## config.mk

```make
export PLATFORM = sky130hd
export DESIGN_NAME = threshold_mask_centroid
export DESIGN_NICKNAME = d
export VERILOG_FILES = /design/src/design/tmc_pkg.sv /design/src/design/tmc_fifo.sv /design/src/design/tmc_front.sv /design/src/design/tmc_div.sv /design/src/design/tmc_back.sv /design/src/design/threshold_mask_centroid.sv
export SDC_FILE = /design/constraint.sdc
export NUM_CORES = 1
export LEC_CHECK = 0
export ABC_AREA = 1
export ABC_CLOCK_PERIOD_IN_PS = 7480
export BUFFER_PORTS_ARGS = -buffer_cell sky130_fd_sc_hd__buf_2
export CAP_MARGIN = 5
export CORE_AREA = 8 8 270 272
export CTS_CLUSTER_DIAMETER = 100
export DETAILED_ROUTE_END_ITERATION = 10
export DIE_AREA = 0 0 278 280
export MAX_ROUTING_LAYER = met4
export PLACE_DENSITY = 0.68
export REMOVE_ABC_BUFFERS = 1
export SETUP_SLACK_MARGIN = 0.4
export SLEW_MARGIN = 10
export SYNTH_ARGS = -nofsm -noshare
export SYNTH_HDL_FRONTEND = slang
export SYNTH_SLANG_ARGS = --single-unit
```

## constraint.sdc

```tcl
create_clock -name clk -period 7.48 [get_ports clk]
set_clock_uncertainty 0.15 [all_clocks]
set_input_delay 1.122 -clock clk [delete_from_list [all_inputs] [get_ports clk]]
set_output_delay 1.122 -clock clk [all_outputs]
set_load 0.005 [all_outputs]
```

## src/design/tmc_pkg.sv

```systemverilog
// ----------------------------------------------------------------------------
// Thresholded mask centroid package
// Shared constants, register indexes and the configuration register type.
// ----------------------------------------------------------------------------
package tmc_pkg;

    // Default sizing of the image and of the fixed-point result
    localparam int MAX_WIDTH_DEFAULT     = 2048;
    localparam int MAX_HEIGHT_DEFAULT    = 2048;
    localparam int FRACTION_BITS_DEFAULT = 4;

    // Field widths fixed by the interface
    localparam int PIX_W      = 8;
    localparam int CFG_W      = 12;
    localparam int THR_W      = 8;
    localparam int MINC_W     = 23;
    localparam int CFG_IDX_W  = 3;
    localparam int CFG_DATA_W = 23;
    localparam int CENTER_W   = 15;
    localparam int CENTER_MAX = 32767;
    localparam int OUT_DATA_W = 32;
    localparam int OUT_USER_W = 3;

    // Depth of the queue between the pixel front end and the divider back end
    localparam int QUEUE_DEPTH = 2;

    // Register indexes on the configuration port
    localparam logic [CFG_IDX_W-1:0] REG_FRAME_WIDTH  = 3'd0;
    localparam logic [CFG_IDX_W-1:0] REG_FRAME_HEIGHT = 3'd1;
    localparam logic [CFG_IDX_W-1:0] REG_COLUMN_STEP  = 3'd2;
    localparam logic [CFG_IDX_W-1:0] REG_ROW_STEP     = 3'd3;
    localparam logic [CFG_IDX_W-1:0] REG_THRESHOLD    = 3'd4;
    localparam logic [CFG_IDX_W-1:0] REG_MIN_COUNT    = 3'd5;

    // Reset values of the registers
    localparam logic [CFG_W-1:0]  RST_FRAME_WIDTH  = 12'd2048;
    localparam logic [CFG_W-1:0]  RST_FRAME_HEIGHT = 12'd2048;
    localparam logic [CFG_W-1:0]  RST_COLUMN_STEP  = 12'd20;
    localparam logic [CFG_W-1:0]  RST_ROW_STEP     = 12'd20;
    localparam logic [THR_W-1:0]  RST_THRESHOLD    = 8'd0;
    localparam logic [MINC_W-1:0] RST_MIN_COUNT    = 23'd50;

    typedef struct packed {
        logic [CFG_W-1:0]  frame_width;
        logic [CFG_W-1:0]  frame_height;
        logic [CFG_W-1:0]  column_step;
        logic [CFG_W-1:0]  row_step;
        logic [THR_W-1:0]  threshold;
        logic [MINC_W-1:0] min_count;
    } cfg_regs_t;

endpackage

```

## src/design/tmc_fifo.sv

```systemverilog
// ----------------------------------------------------------------------------
// Frame result queue
// Small register queue that holds finished frame sums until the back end
// is free to divide them.
// ----------------------------------------------------------------------------
module tmc_fifo #(
    parameter int WIDTH = 8,
    parameter int DEPTH = tmc_pkg::QUEUE_DEPTH
) (
    input  logic             clk,
    input  logic             rst_n,
    input  logic             push,
    input  logic [WIDTH-1:0] push_data,
    output logic             full,
    input  logic             pop,
    output logic [WIDTH-1:0] pop_data,
    output logic             empty
);

    localparam int PTR_W = (DEPTH > 1) ? $clog2(DEPTH) : 1;
    localparam int CNT_W = $clog2(DEPTH + 1);

    logic [WIDTH-1:0] mem_reg [DEPTH];
    logic [PTR_W-1:0] wr_ptr_reg;
    logic [PTR_W-1:0] rd_ptr_reg;
    logic [CNT_W-1:0] count_reg;
    logic             do_push;
    logic             do_pop;

    assign full     = (count_reg == CNT_W'(DEPTH));
    assign empty    = (count_reg == '0);
    assign do_push  = push && !full;
    assign do_pop   = pop && !empty;
    assign pop_data = mem_reg[rd_ptr_reg];

    always_ff @(posedge clk or negedge rst_n)
    begin
        if (!rst_n)
        begin
            wr_ptr_reg <= '0;
            rd_ptr_reg <= '0;
            count_reg  <= '0;
        end
        else
        begin
            if (do_push)
            begin
                wr_ptr_reg <= (wr_ptr_reg == PTR_W'(DEPTH - 1)) ? '0 : wr_ptr_reg + 1'b1;
            end
            if (do_pop)
            begin
                rd_ptr_reg <= (rd_ptr_reg == PTR_W'(DEPTH - 1)) ? '0 : rd_ptr_reg + 1'b1;
            end
            if (do_push && !do_pop)
            begin
                count_reg <= count_reg + 1'b1;
            end
            else if (do_pop && !do_push)
            begin
                count_reg <= count_reg - 1'b1;
            end
        end
    end

    always_ff @(posedge clk)
    begin
        if (do_push)
        begin
            mem_reg[wr_ptr_reg] <= push_data;
        end
    end

endmodule

```

## src/design/tmc_front.sv

```systemverilog
// ----------------------------------------------------------------------------
// Centroid front end
// Thresholds each pixel, tracks the raster position and accumulates the
// lit counts and index sums; hands the sums to the queue at frame end.
// ----------------------------------------------------------------------------
module tmc_front #(
    parameter int MAX_WIDTH  = tmc_pkg::MAX_WIDTH_DEFAULT,
    parameter int MAX_HEIGHT = tmc_pkg::MAX_HEIGHT_DEFAULT,
    parameter int ENTRY_W    = 8
) (
    input  logic                        clk,
    input  logic                        rst_n,
    input  tmc_pkg::cfg_regs_t          cfg,
    input  logic                        s_tvalid,
    output logic                        s_tready,
    input  logic [tmc_pkg::PIX_W-1:0]   s_tdata,
    input  logic                        queue_full,
    output logic                        push,
    output logic [ENTRY_W-1:0]          push_data
);

    localparam int IDX_W = $clog2(MAX_WIDTH);
    localparam int IDY_W = $clog2(MAX_HEIGHT);
    localparam int DW_W  = $clog2(MAX_WIDTH + 1);
    localparam int DH_W  = $clog2(MAX_HEIGHT + 1);
    localparam int CNT_W = $clog2(MAX_WIDTH * MAX_HEIGHT + 1);
    localparam int WX_W  = IDX_W + CNT_W;
    localparam int WY_W  = IDY_W + CNT_W;
    localparam int RAW_W = tmc_pkg::CFG_W + 1;
    localparam int CMP_W = (CNT_W > tmc_pkg::MINC_W) ? CNT_W : tmc_pkg::MINC_W;

    logic [IDX_W-1:0] col_idx_reg;
    logic [IDX_W-1:0] col_phase_reg;
    logic [IDY_W-1:0] row_idx_reg;
    logic [IDY_W-1:0] row_phase_reg;
    logic [CNT_W-1:0] cnt_x_reg;
    logic [WX_W-1:0]  wx_reg;
    logic [CNT_W-1:0] cnt_y_reg;
    logic [WY_W-1:0]  wy_reg;

    logic [RAW_W-1:0] w_raw, h_raw, cs_raw, rs_raw;
    logic [DW_W-1:0]  w_eff, cs_eff, col_inc, col_ph_inc;
    logic [DH_W-1:0]  h_eff, rs_eff, row_inc, row_ph_inc;
    logic             accept, lit, add_x, add_y;
    logic             col_last, row_last, frame_end, present;
    logic [CNT_W-1:0] cnt_x_next, cnt_y_next;
    logic [WX_W-1:0]  wx_next;
    logic [WY_W-1:0]  wy_next;

    // A size or step of zero acts as one; anything beyond the maximum is clamped.
    assign w_raw  = {1'b0, cfg.frame_width};
    assign h_raw  = {1'b0, cfg.frame_height};
    assign cs_raw = {1'b0, cfg.column_step};
    assign rs_raw = {1'b0, cfg.row_step};

    assign w_eff  = (w_raw == '0) ? DW_W'(1) :
                    (w_raw > RAW_W'(MAX_WIDTH)) ? DW_W'(MAX_WIDTH) : DW_W'(w_raw);
    assign cs_eff = (cs_raw == '0) ? DW_W'(1) :
                    (cs_raw > RAW_W'(MAX_WIDTH)) ? DW_W'(MAX_WIDTH) : DW_W'(cs_raw);
    assign h_eff  = (h_raw == '0) ? DH_W'(1) :
                    (h_raw > RAW_W'(MAX_HEIGHT)) ? DH_W'(MAX_HEIGHT) : DH_W'(h_raw);
    assign rs_eff = (rs_raw == '0) ? DH_W'(1) :
                    (rs_raw > RAW_W'(MAX_HEIGHT)) ? DH_W'(MAX_HEIGHT) : DH_W'(rs_raw);

    // Room for a possible frame result is kept before any pixel is taken.
    assign s_tready = !queue_full;
    assign accept   = s_tvalid && s_tready;
    assign lit      = (s_tdata >= cfg.threshold);
    assign add_x    = lit && (col_phase_reg == '0);
    assign add_y    = lit && (row_phase_reg == '0);

    assign cnt_x_next = cnt_x_reg + CNT_W'(add_x);
    assign wx_next    = wx_reg + (add_x ? WX_W'(col_idx_reg) : '0);
    assign cnt_y_next = cnt_y_reg + CNT_W'(add_y);
    assign wy_next    = wy_reg + (add_y ? WY_W'(row_idx_reg) : '0);

    assign col_inc    = DW_W'(col_idx_reg) + DW_W'(1);
    assign col_ph_inc = DW_W'(col_phase_reg) + DW_W'(1);
    assign row_inc    = DH_W'(row_idx_reg) + DH_W'(1);
    assign row_ph_inc = DH_W'(row_phase_reg) + DH_W'(1);

    assign col_last  = !(col_inc < w_eff);
    assign row_last  = !(row_inc < h_eff);
    assign frame_end = col_last && row_last;

    assign present   = (CMP_W'(cnt_y_next) > CMP_W'(cfg.min_count));
    assign push      = accept && frame_end;
    assign push_data = ENTRY_W'({present, cnt_y_next, wy_next, cnt_x_next, wx_next});

    always_ff @(posedge clk or negedge rst_n)
    begin
        if (!rst_n)
        begin
            col_idx_reg   <= '0;
            col_phase_reg <= '0;
            row_idx_reg   <= '0;
            row_phase_reg <= '0;
            cnt_x_reg     <= '0;
            wx_reg        <= '0;
            cnt_y_reg     <= '0;
            wy_reg        <= '0;
        end
        else if (accept)
        begin
            if (!col_last)
            begin
                col_idx_reg   <= IDX_W'(col_inc);
                col_phase_reg <= (col_ph_inc >= cs_eff) ? '0 : IDX_W'(col_ph_inc);
                cnt_x_reg     <= cnt_x_next;
                wx_reg        <= wx_next;
                cnt_y_reg     <= cnt_y_next;
                wy_reg        <= wy_next;
            end
            else if (!row_last)
            begin
                col_idx_reg   <= '0;
                col_phase_reg <= '0;
                row_idx_reg   <= IDY_W'(row_inc);
                row_phase_reg <= (row_ph_inc >= rs_eff) ? '0 : IDY_W'(row_ph_inc);
                cnt_x_reg     <= cnt_x_next;
                wx_reg        <= wx_next;
                cnt_y_reg     <= cnt_y_next;
                wy_reg        <= wy_next;
            end
            else
            begin
                // Frame complete: the sums have gone to the queue.
                col_idx_reg   <= '0;
                col_phase_reg <= '0;
                row_idx_reg   <= '0;
                row_phase_reg <= '0;
                cnt_x_reg     <= '0;
                wx_reg        <= '0;
                cnt_y_reg     <= '0;
                wy_reg        <= '0;
            end
        end
    end

endmodule

```

## src/design/tmc_div.sv

```systemverilog
// ----------------------------------------------------------------------------
// Centroid divider
// Restoring divider, one quotient bit per cycle, giving the saturated
// fixed-point mean index of one strip.
// ----------------------------------------------------------------------------
module tmc_div #(
    parameter int IDX_W         = 11,
    parameter int CNT_W         = 23,
    parameter int FRACTION_BITS = tmc_pkg::FRACTION_BITS_DEFAULT
) (
    input  logic                           clk,
    input  logic                           rst_n,
    input  logic                           start,
    input  logic [IDX_W+CNT_W-1:0]         num,
    input  logic [CNT_W-1:0]               den,
    output logic                           busy,
    output logic [tmc_pkg::CENTER_W-1:0]   center
);

    // The mean of indices never reaches 2^IDX_W, so the quotient has Q_W bits
    // and the numerator bits above them are already below the divisor.
    localparam int Q_W    = IDX_W + FRACTION_BITS;
    localparam int NUM_W  = IDX_W + CNT_W + FRACTION_BITS;
    localparam int STEP_W = $clog2(Q_W);
    localparam int QX_W   = (Q_W > tmc_pkg::CENTER_W) ? Q_W : tmc_pkg::CENTER_W;

    logic              busy_reg;
    logic [STEP_W-1:0] step_reg;
    logic [CNT_W-1:0]  rem_reg;
    logic [Q_W-1:0]    sh_reg;
    logic [CNT_W-1:0]  den_reg;
    logic              zero_reg;

    logic [NUM_W-1:0]  num_full;
    logic [CNT_W:0]    trial;
    logic              fits;
    logic [QX_W-1:0]   quot;

    assign num_full = NUM_W'(num) << FRACTION_BITS;
    assign trial    = {rem_reg, sh_reg[Q_W-1]};
    assign fits     = (trial >= {1'b0, den_reg});
    assign quot     = QX_W'(sh_reg);
    assign busy     = busy_reg;
    assign center   = zero_reg ? '0 :
                      (quot > QX_W'(tmc_pkg::CENTER_MAX)) ?
                      tmc_pkg::CENTER_W'(tmc_pkg::CENTER_MAX) : tmc_pkg::CENTER_W'(quot);

    always_ff @(posedge clk or negedge rst_n)
    begin
        if (!rst_n)
        begin
            busy_reg <= 1'b0;
            step_reg <= '0;
            rem_reg  <= '0;
            sh_reg   <= '0;
            den_reg  <= '0;
            zero_reg <= 1'b1;
        end
        else if (start)
        begin
            busy_reg <= 1'b1;
            step_reg <= '0;
            rem_reg  <= num_full[NUM_W-1:Q_W];
            sh_reg   <= num_full[Q_W-1:0];
            den_reg  <= den;
            zero_reg <= (den == '0);
        end
        else if (busy_reg)
        begin
            rem_reg  <= fits ? CNT_W'(trial - {1'b0, den_reg}) : CNT_W'(trial);
            sh_reg   <= {sh_reg[Q_W-2:0], fits};
            step_reg <= step_reg + 1'b1;
            if (step_reg == STEP_W'(Q_W - 1))
            begin
                busy_reg <= 1'b0;
            end
        end
    end

endmodule

```

## src/design/tmc_back.sv

```systemverilog
// ----------------------------------------------------------------------------
// Centroid back end
// Takes frame sums from the queue, runs both divisions and holds the
// result in the output register until it is transferred.
// ----------------------------------------------------------------------------
module tmc_back #(
    parameter int MAX_WIDTH     = tmc_pkg::MAX_WIDTH_DEFAULT,
    parameter int MAX_HEIGHT    = tmc_pkg::MAX_HEIGHT_DEFAULT,
    parameter int FRACTION_BITS = tmc_pkg::FRACTION_BITS_DEFAULT,
    parameter int ENTRY_W       = 8
) (
    input  logic                           clk,
    input  logic                           rst_n,
    input  logic                           queue_empty,
    input  logic [ENTRY_W-1:0]             pop_data,
    output logic                           pop,
    output logic                           m_tvalid,
    input  logic                           m_tready,
    output logic [tmc_pkg::CENTER_W-1:0]   x_center,
    output logic [tmc_pkg::CENTER_W-1:0]   y_center,
    output logic                           present,
    output logic                           empty_x,
    output logic                           empty_y
);

    localparam int IDX_W = $clog2(MAX_WIDTH);
    localparam int IDY_W = $clog2(MAX_HEIGHT);
    localparam int CNT_W = $clog2(MAX_WIDTH * MAX_HEIGHT + 1);
    localparam int WX_W  = IDX_W + CNT_W;
    localparam int WY_W  = IDY_W + CNT_W;

    typedef enum logic {
        ST_IDLE,
        ST_RUN
    } state_t;

    state_t                         state_reg;
    logic                           m_tvalid_reg;
    logic [tmc_pkg::CENTER_W-1:0]   x_center_reg;
    logic [tmc_pkg::CENTER_W-1:0]   y_center_reg;
    logic                           present_reg;
    logic                           empty_x_reg;
    logic                           empty_y_reg;
    logic                           hold_present_reg;
    logic                           hold_empty_x_reg;
    logic                           hold_empty_y_reg;

    logic [WX_W-1:0]                e_wx;
    logic [CNT_W-1:0]               e_cnt_x;
    logic [WY_W-1:0]                e_wy;
    logic [CNT_W-1:0]               e_cnt_y;
    logic                           e_present;
    logic                           busy_x, busy_y;
    logic [tmc_pkg::CENTER_W-1:0]   cx, cy;
    logic                           out_free;
    logic                           load_out;

    assign {e_present, e_cnt_y, e_wy, e_cnt_x, e_wx} = pop_data[2*CNT_W+WX_W+WY_W:0];

    assign pop      = (state_reg == ST_IDLE) && !queue_empty;
    assign out_free = !m_tvalid_reg || m_tready;
    // Both quotients ready and the output register free to refill.
    assign load_out = (state_reg == ST_RUN) && !busy_x && !busy_y && out_free;

    tmc_div #(
        .IDX_W         (IDX_W),
        .CNT_W         (CNT_W),
        .FRACTION_BITS (FRACTION_BITS)
    ) u_div_x (
        .clk    (clk),
        .rst_n  (rst_n),
        .start  (pop),
        .num    (e_wx),
        .den    (e_cnt_x),
        .busy   (busy_x),
        .center (cx)
    );

    tmc_div #(
        .IDX_W         (IDY_W),
        .CNT_W         (CNT_W),
        .FRACTION_BITS (FRACTION_BITS)
    ) u_div_y (
        .clk    (clk),
        .rst_n  (rst_n),
        .start  (pop),
        .num    (e_wy),
        .den    (e_cnt_y),
        .busy   (busy_y),
        .center (cy)
    );

    always_ff @(posedge clk or negedge rst_n)
    begin
        if (!rst_n)
        begin
            state_reg        <= ST_IDLE;
            m_tvalid_reg     <= 1'b0;
            x_center_reg     <= '0;
            y_center_reg     <= '0;
            present_reg      <= 1'b0;
            empty_x_reg      <= 1'b0;
            empty_y_reg      <= 1'b0;
            hold_present_reg <= 1'b0;
            hold_empty_x_reg <= 1'b0;
            hold_empty_y_reg <= 1'b0;
        end
        else
        begin
            if (load_out)
            begin
                m_tvalid_reg <= 1'b1;
            end
            else if (m_tready)
            begin
                m_tvalid_reg <= 1'b0;
            end
            case (state_reg)
                ST_IDLE:
                begin
                    if (!queue_empty)
                    begin
                        hold_present_reg <= e_present;
                        hold_empty_x_reg <= (e_cnt_x == '0);
                        hold_empty_y_reg <= (e_cnt_y == '0);
                        state_reg        <= ST_RUN;
                    end
                end
                ST_RUN:
                begin
                    if (load_out)
                    begin
                        x_center_reg <= cx;
                        y_center_reg <= cy;
                        present_reg  <= hold_present_reg;
                        empty_x_reg  <= hold_empty_x_reg;
                        empty_y_reg  <= hold_empty_y_reg;
                        state_reg    <= ST_IDLE;
                    end
                end
                default:
                begin
                    state_reg <= ST_IDLE;
                end
            endcase
        end
    end

    assign m_tvalid = m_tvalid_reg;
    assign x_center = x_center_reg;
    assign y_center = y_center_reg;
    assign present  = present_reg;
    assign empty_x  = empty_x_reg;
    assign empty_y  = empty_y_reg;

endmodule

```

## src/design/threshold_mask_centroid.sv

```systemverilog
// ----------------------------------------------------------------------------
// Thresholded mask centroid
// Computes the subsampled centroid of the lit pixels of each image frame.
// ----------------------------------------------------------------------------
// Pixels enter on the s_ group in raster order, one per transfer; frame size
// comes from the registers, so no frame marker is needed. After the last
// pixel of a frame one result leaves on the m_ group: x and y centres in
// unsigned fixed point, plus the present and empty flags.
// The front end takes one pixel per cycle while the queue is not full. Each
// frame's sums go through a two-entry queue to a back end whose two restoring
// dividers produce one quotient bit per cycle. After the transfer of the last
// pixel of a frame its sums are pushed into the queue, popped into the dividers
// and the result is loaded into the output register, where m_tvalid rises. The
// back end takes the next frame only once the current result has been loaded
// into the output register, so short frames are paced by the dividers.
// When the receiver stalls, the result waits in the output register, the
// queue fills and s_tready falls only once the queue is full.
// Reset clears the frame position and sums and loads the register defaults.
// Configuration writes on the cfg_ group are always accepted and take effect
// on the next pixel.
// ----------------------------------------------------------------------------
module threshold_mask_centroid #(
    parameter int MAX_WIDTH     = tmc_pkg::MAX_WIDTH_DEFAULT,
    parameter int MAX_HEIGHT    = tmc_pkg::MAX_HEIGHT_DEFAULT,
    parameter int FRACTION_BITS = tmc_pkg::FRACTION_BITS_DEFAULT
) (
    input  logic                                clk,
    input  logic                                rst_n,
    input  logic                                s_tvalid,
    output logic                                s_tready,
    input  logic [tmc_pkg::PIX_W-1:0]           s_tdata,    // [7:0] pixel
    output logic                                m_tvalid,
    input  logic                                m_tready,
    output logic [tmc_pkg::OUT_DATA_W-1:0]      m_tdata,    // [14:0] x_center, [29:15] y_center
    output logic [tmc_pkg::OUT_USER_W-1:0]      m_tuser,    // [0] present, [1] empty_x, [2] empty_y
    input  logic                                cfg_valid,
    output logic                                cfg_ready,
    input  logic [tmc_pkg::CFG_IDX_W-1:0]       cfg_index,
    input  logic [tmc_pkg::CFG_DATA_W-1:0]      cfg_data
);

    localparam int IDX_W   = $clog2(MAX_WIDTH);
    localparam int IDY_W   = $clog2(MAX_HEIGHT);
    localparam int CNT_W   = $clog2(MAX_WIDTH * MAX_HEIGHT + 1);
    localparam int ENTRY_W = 2 * CNT_W + IDX_W + CNT_W + IDY_W + CNT_W + 1;

    tmc_pkg::cfg_regs_t              cfg_reg;
    logic                            q_push, q_full, q_pop, q_empty;
    logic [ENTRY_W-1:0]              q_push_data, q_pop_data;
    logic [tmc_pkg::CENTER_W-1:0]    x_center, y_center;
    logic                            present, empty_x, empty_y;

    assign cfg_ready = 1'b1;

    always_ff @(posedge clk or negedge rst_n)
    begin
        if (!rst_n)
        begin
            cfg_reg.frame_width  <= tmc_pkg::RST_FRAME_WIDTH;
            cfg_reg.frame_height <= tmc_pkg::RST_FRAME_HEIGHT;
            cfg_reg.column_step  <= tmc_pkg::RST_COLUMN_STEP;
            cfg_reg.row_step     <= tmc_pkg::RST_ROW_STEP;
            cfg_reg.threshold    <= tmc_pkg::RST_THRESHOLD;
            cfg_reg.min_count    <= tmc_pkg::RST_MIN_COUNT;
        end
        else if (cfg_valid && cfg_ready)
        begin
            case (cfg_index)
                tmc_pkg::REG_FRAME_WIDTH:
                begin
                    cfg_reg.frame_width <= cfg_data[tmc_pkg::CFG_W-1:0];
                end
                tmc_pkg::REG_FRAME_HEIGHT:
                begin
                    cfg_reg.frame_height <= cfg_data[tmc_pkg::CFG_W-1:0];
                end
                tmc_pkg::REG_COLUMN_STEP:
                begin
                    cfg_reg.column_step <= cfg_data[tmc_pkg::CFG_W-1:0];
                end
                tmc_pkg::REG_ROW_STEP:
                begin
                    cfg_reg.row_step <= cfg_data[tmc_pkg::CFG_W-1:0];
                end
                tmc_pkg::REG_THRESHOLD:
                begin
                    cfg_reg.threshold <= cfg_data[tmc_pkg::THR_W-1:0];
                end
                tmc_pkg::REG_MIN_COUNT:
                begin
                    cfg_reg.min_count <= cfg_data[tmc_pkg::MINC_W-1:0];
                end
                default:
                begin
                end
            endcase
        end
    end

    tmc_front #(
        .MAX_WIDTH  (MAX_WIDTH),
        .MAX_HEIGHT (MAX_HEIGHT),
        .ENTRY_W    (ENTRY_W)
    ) u_front (
        .clk        (clk),
        .rst_n      (rst_n),
        .cfg        (cfg_reg),
        .s_tvalid   (s_tvalid),
        .s_tready   (s_tready),
        .s_tdata    (s_tdata),
        .queue_full (q_full),
        .push       (q_push),
        .push_data  (q_push_data)
    );

    tmc_fifo #(
        .WIDTH (ENTRY_W),
        .DEPTH (tmc_pkg::QUEUE_DEPTH)
    ) u_fifo (
        .clk       (clk),
        .rst_n     (rst_n),
        .push      (q_push),
        .push_data (q_push_data),
        .full      (q_full),
        .pop       (q_pop),
        .pop_data  (q_pop_data),
        .empty     (q_empty)
    );

    tmc_back #(
        .MAX_WIDTH     (MAX_WIDTH),
        .MAX_HEIGHT    (MAX_HEIGHT),
        .FRACTION_BITS (FRACTION_BITS),
        .ENTRY_W       (ENTRY_W)
    ) u_back (
        .clk         (clk),
        .rst_n       (rst_n),
        .queue_empty (q_empty),
        .pop_data    (q_pop_data),
        .pop         (q_pop),
        .m_tvalid    (m_tvalid),
        .m_tready    (m_tready),
        .x_center    (x_center),
        .y_center    (y_center),
        .present     (present),
        .empty_x     (empty_x),
        .empty_y     (empty_y)
    );

    assign m_tdata = tmc_pkg::OUT_DATA_W'({y_center, x_center});
    assign m_tuser = {empty_y, empty_x, present};

endmodule

```

======== After elaboration in Yosys (flattened, before gate mapping) ========
Memories as Yosys holds them, arrays and structs flattened.
Cells that the tools add are included.
W data, S select, Z words.
storage, ports and cells
  register bits ........................... 413
  bits in writable memories ............... 230
  bits of input ports ..................... 39
  output and inout port bits .............. 38
  word-level logic and storage cells ...... 186
  memories ................................ 1
operators by class
  $add $sub $neg .......................... 16
  $lt $le $gt $ge ......................... 14
  equal/unequal tests ..................... 8
  muxes and demuxes ....................... 59
  bitwise logic cells ..................... 3
  reduce and logical (&&, ||, !) cells .... 46
memories
  memory          words  bits a word  read ports  clocked after memory_dff  wr ports  RTL line        RTL
  u_fifo.mem_reg  2      115          1           0                         1         tmc_fifo.sv:23  logic [WIDTH-1:0] mem_reg [DEPTH];
operators with widths
  operator                 number
  $mux W23                 10
  $mux W34                 4
  $mux W15                 8
  $mux W12                 8
  $mux W11                 8
  $add A34 B34 Y34         2
  $logic_not A13 Y1        4
  $add A11 B1 Y12 const B  4
  $ge A24 B23 Y1           2
  $gt A12 B12 Y1 const B   4
  $add A23 B1 Y23          2
  $logic_not A23 Y1        2
  $sub A23 B23 Y23         2
  $gt A15 B15 Y1 const B   2
  $ge A12 B12 Y1           2
  $lt A12 B12 Y1           2
  $gt A23 B23 Y1           1
  $logic_not A11 Y1        2
  $reduce_and A2 Y1        9
  $mux W4                  4
  $mux W1                  14
  $logic_and A1 B1 Y1      13
  $logic_not A1 Y1         9
  $add A4 B1 Y4 const B    2
  other kinds (16)         26

======== Logic depth before layout (Yosys ltp) ========
  word-level depth ........................ 12
  depth in mapped cells ................... 31
  mapped depth without buffers ............ 30

======== Modules after synthesis ========
Synthesis repeated with hierarchy kept, for this count alone.
unflattened totals
  cells, all modules ...................... 4756
  area, all modules ....................... 36805.3 um2
modules (own cells, without submodules)
  module                     times used  cells an instance  area each (um2)  seq. area each (um2)
  tmc_front                  1           2133               13739.4          3953.8
  tmc_fifo                   1           632                8604.5           7006.7
  tmc_div at u_back.u_div_x  1           713                4823.4           1677.9
  tmc_div at u_back.u_div_y  1           709                4795.8           1677.9
  threshold_mask_centroid    1           363                3159.3           1988.2
  tmc_back                   1           206                1682.9           950.9

======== Worst setup path after synthesis ========
Ideal clock, no wire load.
  kind .................................... reg2reg
  start point ............................. register u_front.row_idx_reg[0]
  end point ............................... memory u_fifo.mem_reg[1][0] (netlist name), enable pin
  setup time .............................. 591 ps
  arrival time ............................ 7169 ps
  required time ........................... 6739 ps
  slack ................................... -430 ps
  stages on the path, launching flop included .. 17
  path buffers ............................ 0
  clock period less this slack ............ 7910 ps
  path through ............................ dfrtp_1 ha_1 nand2_1 nor2_1 nand2_1 nor2_1 nand3_1 xor2_1 ha_1 nand2_1 inv_1 nand3_1 nor3_1 nand2_2 nand2_4 nand3_1 nor2_1
between the ends
  cells in the longest elaborated chain, start to end .. 8
ends and longest elaborated chain
  what                           RTL line          RTL
  from (decl)                    tmc_front.sv:34   logic [IDY_W-1:0] row_idx_reg;
  from (signal assigned)         tmc_front.sv:118  row_idx_reg <= IDY_W'(row_inc);
  $add A11 B1 Y12                tmc_front.sv:79   assign row_inc = DH_W'(row_idx_reg) + DH_W'(1);
  $lt A12 B12 Y1                 tmc_front.sv:83   assign row_last = !(row_inc < h_eff);
  $logic_not A1 Y1               tmc_front.sv:83
  $logic_and A1 B1 Y1            tmc_front.sv:84   assign frame_end = col_last && row_last;
  $logic_and A1 B1 Y1            tmc_front.sv:87   assign push = accept && frame_end;
  $logic_and A1 B1 Y1            tmc_fifo.sv:32    assign do_push = push && !full;
  $mux W1                        tmc_fifo.sv:67    if (do_push)
  $mux W1 (implied by the code)  tmc_fifo.sv:69    mem_reg[wr_ptr_reg] <= push_data;
  to (decl)                      tmc_fifo.sv:23
Every way passes these cells.

======== Worst setup path in the final report ========
  start point ............................. input s_tdata[0] (netlist name)
  end point ............................... memory u_fifo.mem_reg[0][114] (netlist name), data pin
between the ends
  cells in the longest elaborated chain, start to end .. 4
ends and longest elaborated chain
  what                  RTL line                       RTL
  from (decl)           threshold_mask_centroid.sv:31  input logic [tmc_pkg::PIX_W-1:0] s_tdata,
  $ge A8 B8 Y1          tmc_front.sv:68                assign lit = (s_tdata >= cfg.threshold);
  $logic_and A1 B1 Y1   tmc_front.sv:70                assign add_y = lit && (row_phase_reg == '0);
  $add A23 B1 Y23       tmc_front.sv:74                assign cnt_y_next = cnt_y_reg + CNT_W'(add_y);
  via q_push_data[113]  threshold_mask_centroid.sv:49  logic [ENTRY_W-1:0] q_push_data, q_pop_data;
  $gt A23 B23 Y1        tmc_front.sv:86                assign present = (CMP_W'(cnt_y_next) > CMP_W'(cfg.min_count));
  via q_push_data[114]  threshold_mask_centroid.sv:49
The timed path passes the listed nets, and every way through them passes these cells.

==> reports/results.txt <==
Outcome -> complete, no violations
Layout cell share with drive strength beyond 1 -> 6.345%
CTS tree -> done
H-tree depth -> 3
CP endpoint kind -> flop
Synth top area cells -> dfrtp_1 (30%), edfxtp_1 (20%), nand2_1 (14%)
Hold Vio Cnt, Final -> 0
Setup tns final -> 0 ns
Routed WL per cell -> 16.49 µm
Synthesis-to-finish area growth -> 9.985%
Internal Power -> 0.008477 W
Post-CTS setup repair buffer count -> 0
Initial Utilization -> 49.37%
Leak pwr -> 17.39 nW
CP Launch Type -> primary input
CTS Buf Count -> 72
Comb pwr share -> 42.0%
Async S/R FF share, synth -> 64.23%
First-pass GRT wire length -> 133,600 µm
WP data required -> 7.68 ns
Yosys top cell area share -> 29.56%
Seq pwr share -> 34.2%
Finished Core Util -> 54.30%
Boundary Pins -> 77
CTS Root Cell -> clkbuf_16
Relative slew slack -> 32.78%
Switch share -> 41.03%
# port buffers -> 73
Fill cells -> 6,247
Non-Filler Instances -> 4,989
Clock tree buffer depth -> 3
Layout net count -> 4,246
DIE WIDTH -> 278 µm
Synth Warn # -> 0
Worst path bufs/invs -> 6
Post-DP HPWL -> 56,090 µm
PostCTS Resize Cnt -> 0
Initial DRT Pass Iterations -> 6
Crit path max fanout -> 12
Number of hold buffers added after cts -> 0
Cell accounting for the most synthesized area -> dfrtp_1
Min cycle time layout -> 5.713 ns
Final setup violation count -> 0
Reg clk slew, reported paths -> 0.06 ns
Distinct cells, synth -> 57
Slew Limit Fails -> 0
Largest net degree at the start of global routing -> 167
Top-count cell post-synth -> nand2_1
Clock Latency Late Sink -> 0.60 ns
Routed wire length -> 82,250 µm
Worst Hold Class -> reg -> reg
Vias in the first global route -> 25,660
Clock power share -> 23.9%
Max IR drop VDD -> 0.2156 mV
Slowest-stage cell, CP -> a2111oi_0
Die area -> 0.07784 mm²
Synth Register Bits -> 643
CP arrival -> 5.91 ns
Fmax -> 0.1750 GHz
Family with the most delay on the worst path -> simple AND/OR/NAND/NOR gates
Vert. Die Dim -> 280 µm
Top FF cell, synth -> dfrtp_1
Initial antenna violation count -> 1
Avg Inst Size Synth -> 8.483 µm²
RSZ-0062 raised after global routing -> no
Via count -> 26,565
Slew at the pin closest to its max-slew limit -> 1.008 ns
Diode count -> 0
Clock sinks -> 643
RePlAce Congestion -> 0.9448
Core Region -> 0.06894 mm²
Placed insts -> 4,860
Tot GR Track Use -> 21.46%
Synth top cells by count -> nand2_1 (1,256), dfrtp_1 (402), inv_1 (380)
Switching pwr -> 0.005899 W
# DRC -> 0
Slowest cell delay on critical path -> 0.37 ns
Critical path class -> in -> reg
Core Rows -> 97
Max_cap viols -> 0
Number of synthesized flops with an enable pin -> 230
Mapped Cells -> 4,012
Power density over the cells -> 384.1 mW/mm²
Post-Syn Area -> 0.03403 mm²
Fin Hold WS -> 0.3171 ns
1st-iter DRT viols -> 1,889
Sequential area share after synthesis -> 50.70%
Total gr overflow -> 0
Final worst-path cycle share -> 76.38%
Vias per cell -> 5.325
Post-DRT Antenna Nets -> 0
Max reg flops -> 230
[power by group through the flow]
stage / registers (W) / logic (W) / clock network (W)
2_1_floorplan: 0.00483 / 0.00443 / 0
3_3_place_gp: 0.00495 / 0.00588 / 0
3_5_place_dp: 0.00496 / 0.00599 / 0
4_1_cts: 0.00490 / 0.00603 / 0.00350
5_1_grt: 0.00499 / 0.00689 / 0.00362
6_report: 0.00491 / 0.00603 / 0.00343
[stage by stage]
stage,setup slack (ns),instance area [µm²],total power (W)
2_1_floorplan,-3.775,33390,0.009263
3_3_place_gp,1.362,35140,0.01083
5_1_grt,1.265,37430,0.01550
6_report,1.767,37430,0.01438
4_1_cts,1.774,37430,0.01443
3_5_place_dp,1.264,35140,0.01095
[layout make-up]
cell class / count / area (µm²) / area share [%]
Inverter: 387 / 1459 / 3.898
Sequential cell: 643 / 17260 / 46.11
Tap cell: 891 / 1115 / 2.978
Clock inverter: 27 / 224.0 / 0.5983
Clock buffer: 102 / 2067 / 5.522
Multi-Input combinational cell: 2841 / 14720 / 39.32
Timing Repair Buffer: 98 / 588.1 / 1.571
[per-layer routing]
layer / track usage (%) / vias up / wire (µm)
met3: 3.267 / 124 / 4287
met2: 34.34 / 612 / 37640
li1: - / 13263 / -
met1: 28.51 / 12566 / 38360
met4: 5.922 / 0 / 1963
met5: - / - / 0
[placed cells by master, fill, tap and decap left out, types with 14 or more instances in the layout]
cell type	synthesis	final
inv_1	380	377
o311ai_0	18	18
o31ai_1	15	15
nor3_1	54	54
xor2_1	115	115
o21bai_1	14	14
buf_4	8	23
edfxtp_1	230	230
o211ai_1	31	31
xnor2_1	37	37
buf_2	22	72
nand2_1	1256	1254
nand3_1	245	245
o21ai_0	284	284
nor2_1	295	292
nor4_1	27	27
dfrtp_1	402	401
nand4_1	45	45
ha_1	160	160
clkbuf_1	97	17
a21oi_1	135	134
clkbuf_16	0	74
[kinds of logic after synthesis]
group | count (synthesis) | synth area share (%)
compound gates | 552 | 9.158
xor+xnor | 153 | 3.960
fa+ha+maj | 164 | 6.118
buf+inv | 529 | 6.158
flops | 643 | 50.70
mux | 2 | 0.05883
other cells | 2 | 0.02207
simple gates | 1967 | 23.82
[final timing paths]
check,cells after the start,slack [ns],endpoint,start
setup / recovery,31,1.77,u_fifo.mem_reg[0][114]$_DFFE_PP_,s_tdata[0]
hold / removal,1,0.32,u_back.u_div_y.step_reg[3]$_DFFE_PN0P_,u_back.u_div_y.step_reg[3]$_DFFE_PN0P_
setup reg to reg,29,2.00,u_fifo.mem_reg[0][114]$_DFFE_PP_,cfg_reg[23]$_DFFE_PN0P_
hold reg to reg,1,0.32,u_back.u_div_y.step_reg[3]$_DFFE_PN0P_,u_back.u_div_y.step_reg[3]$_DFFE_PN0P_
max in group asynchronous,2,5.31,u_front.cnt_y_reg[15]$_DFFE_PN0P_,rst_n
min in group asynchronous,1,0.43,u_back.empty_x$_DFFE_PN0P_,rst_n
(Power assumes the default switching activity.)
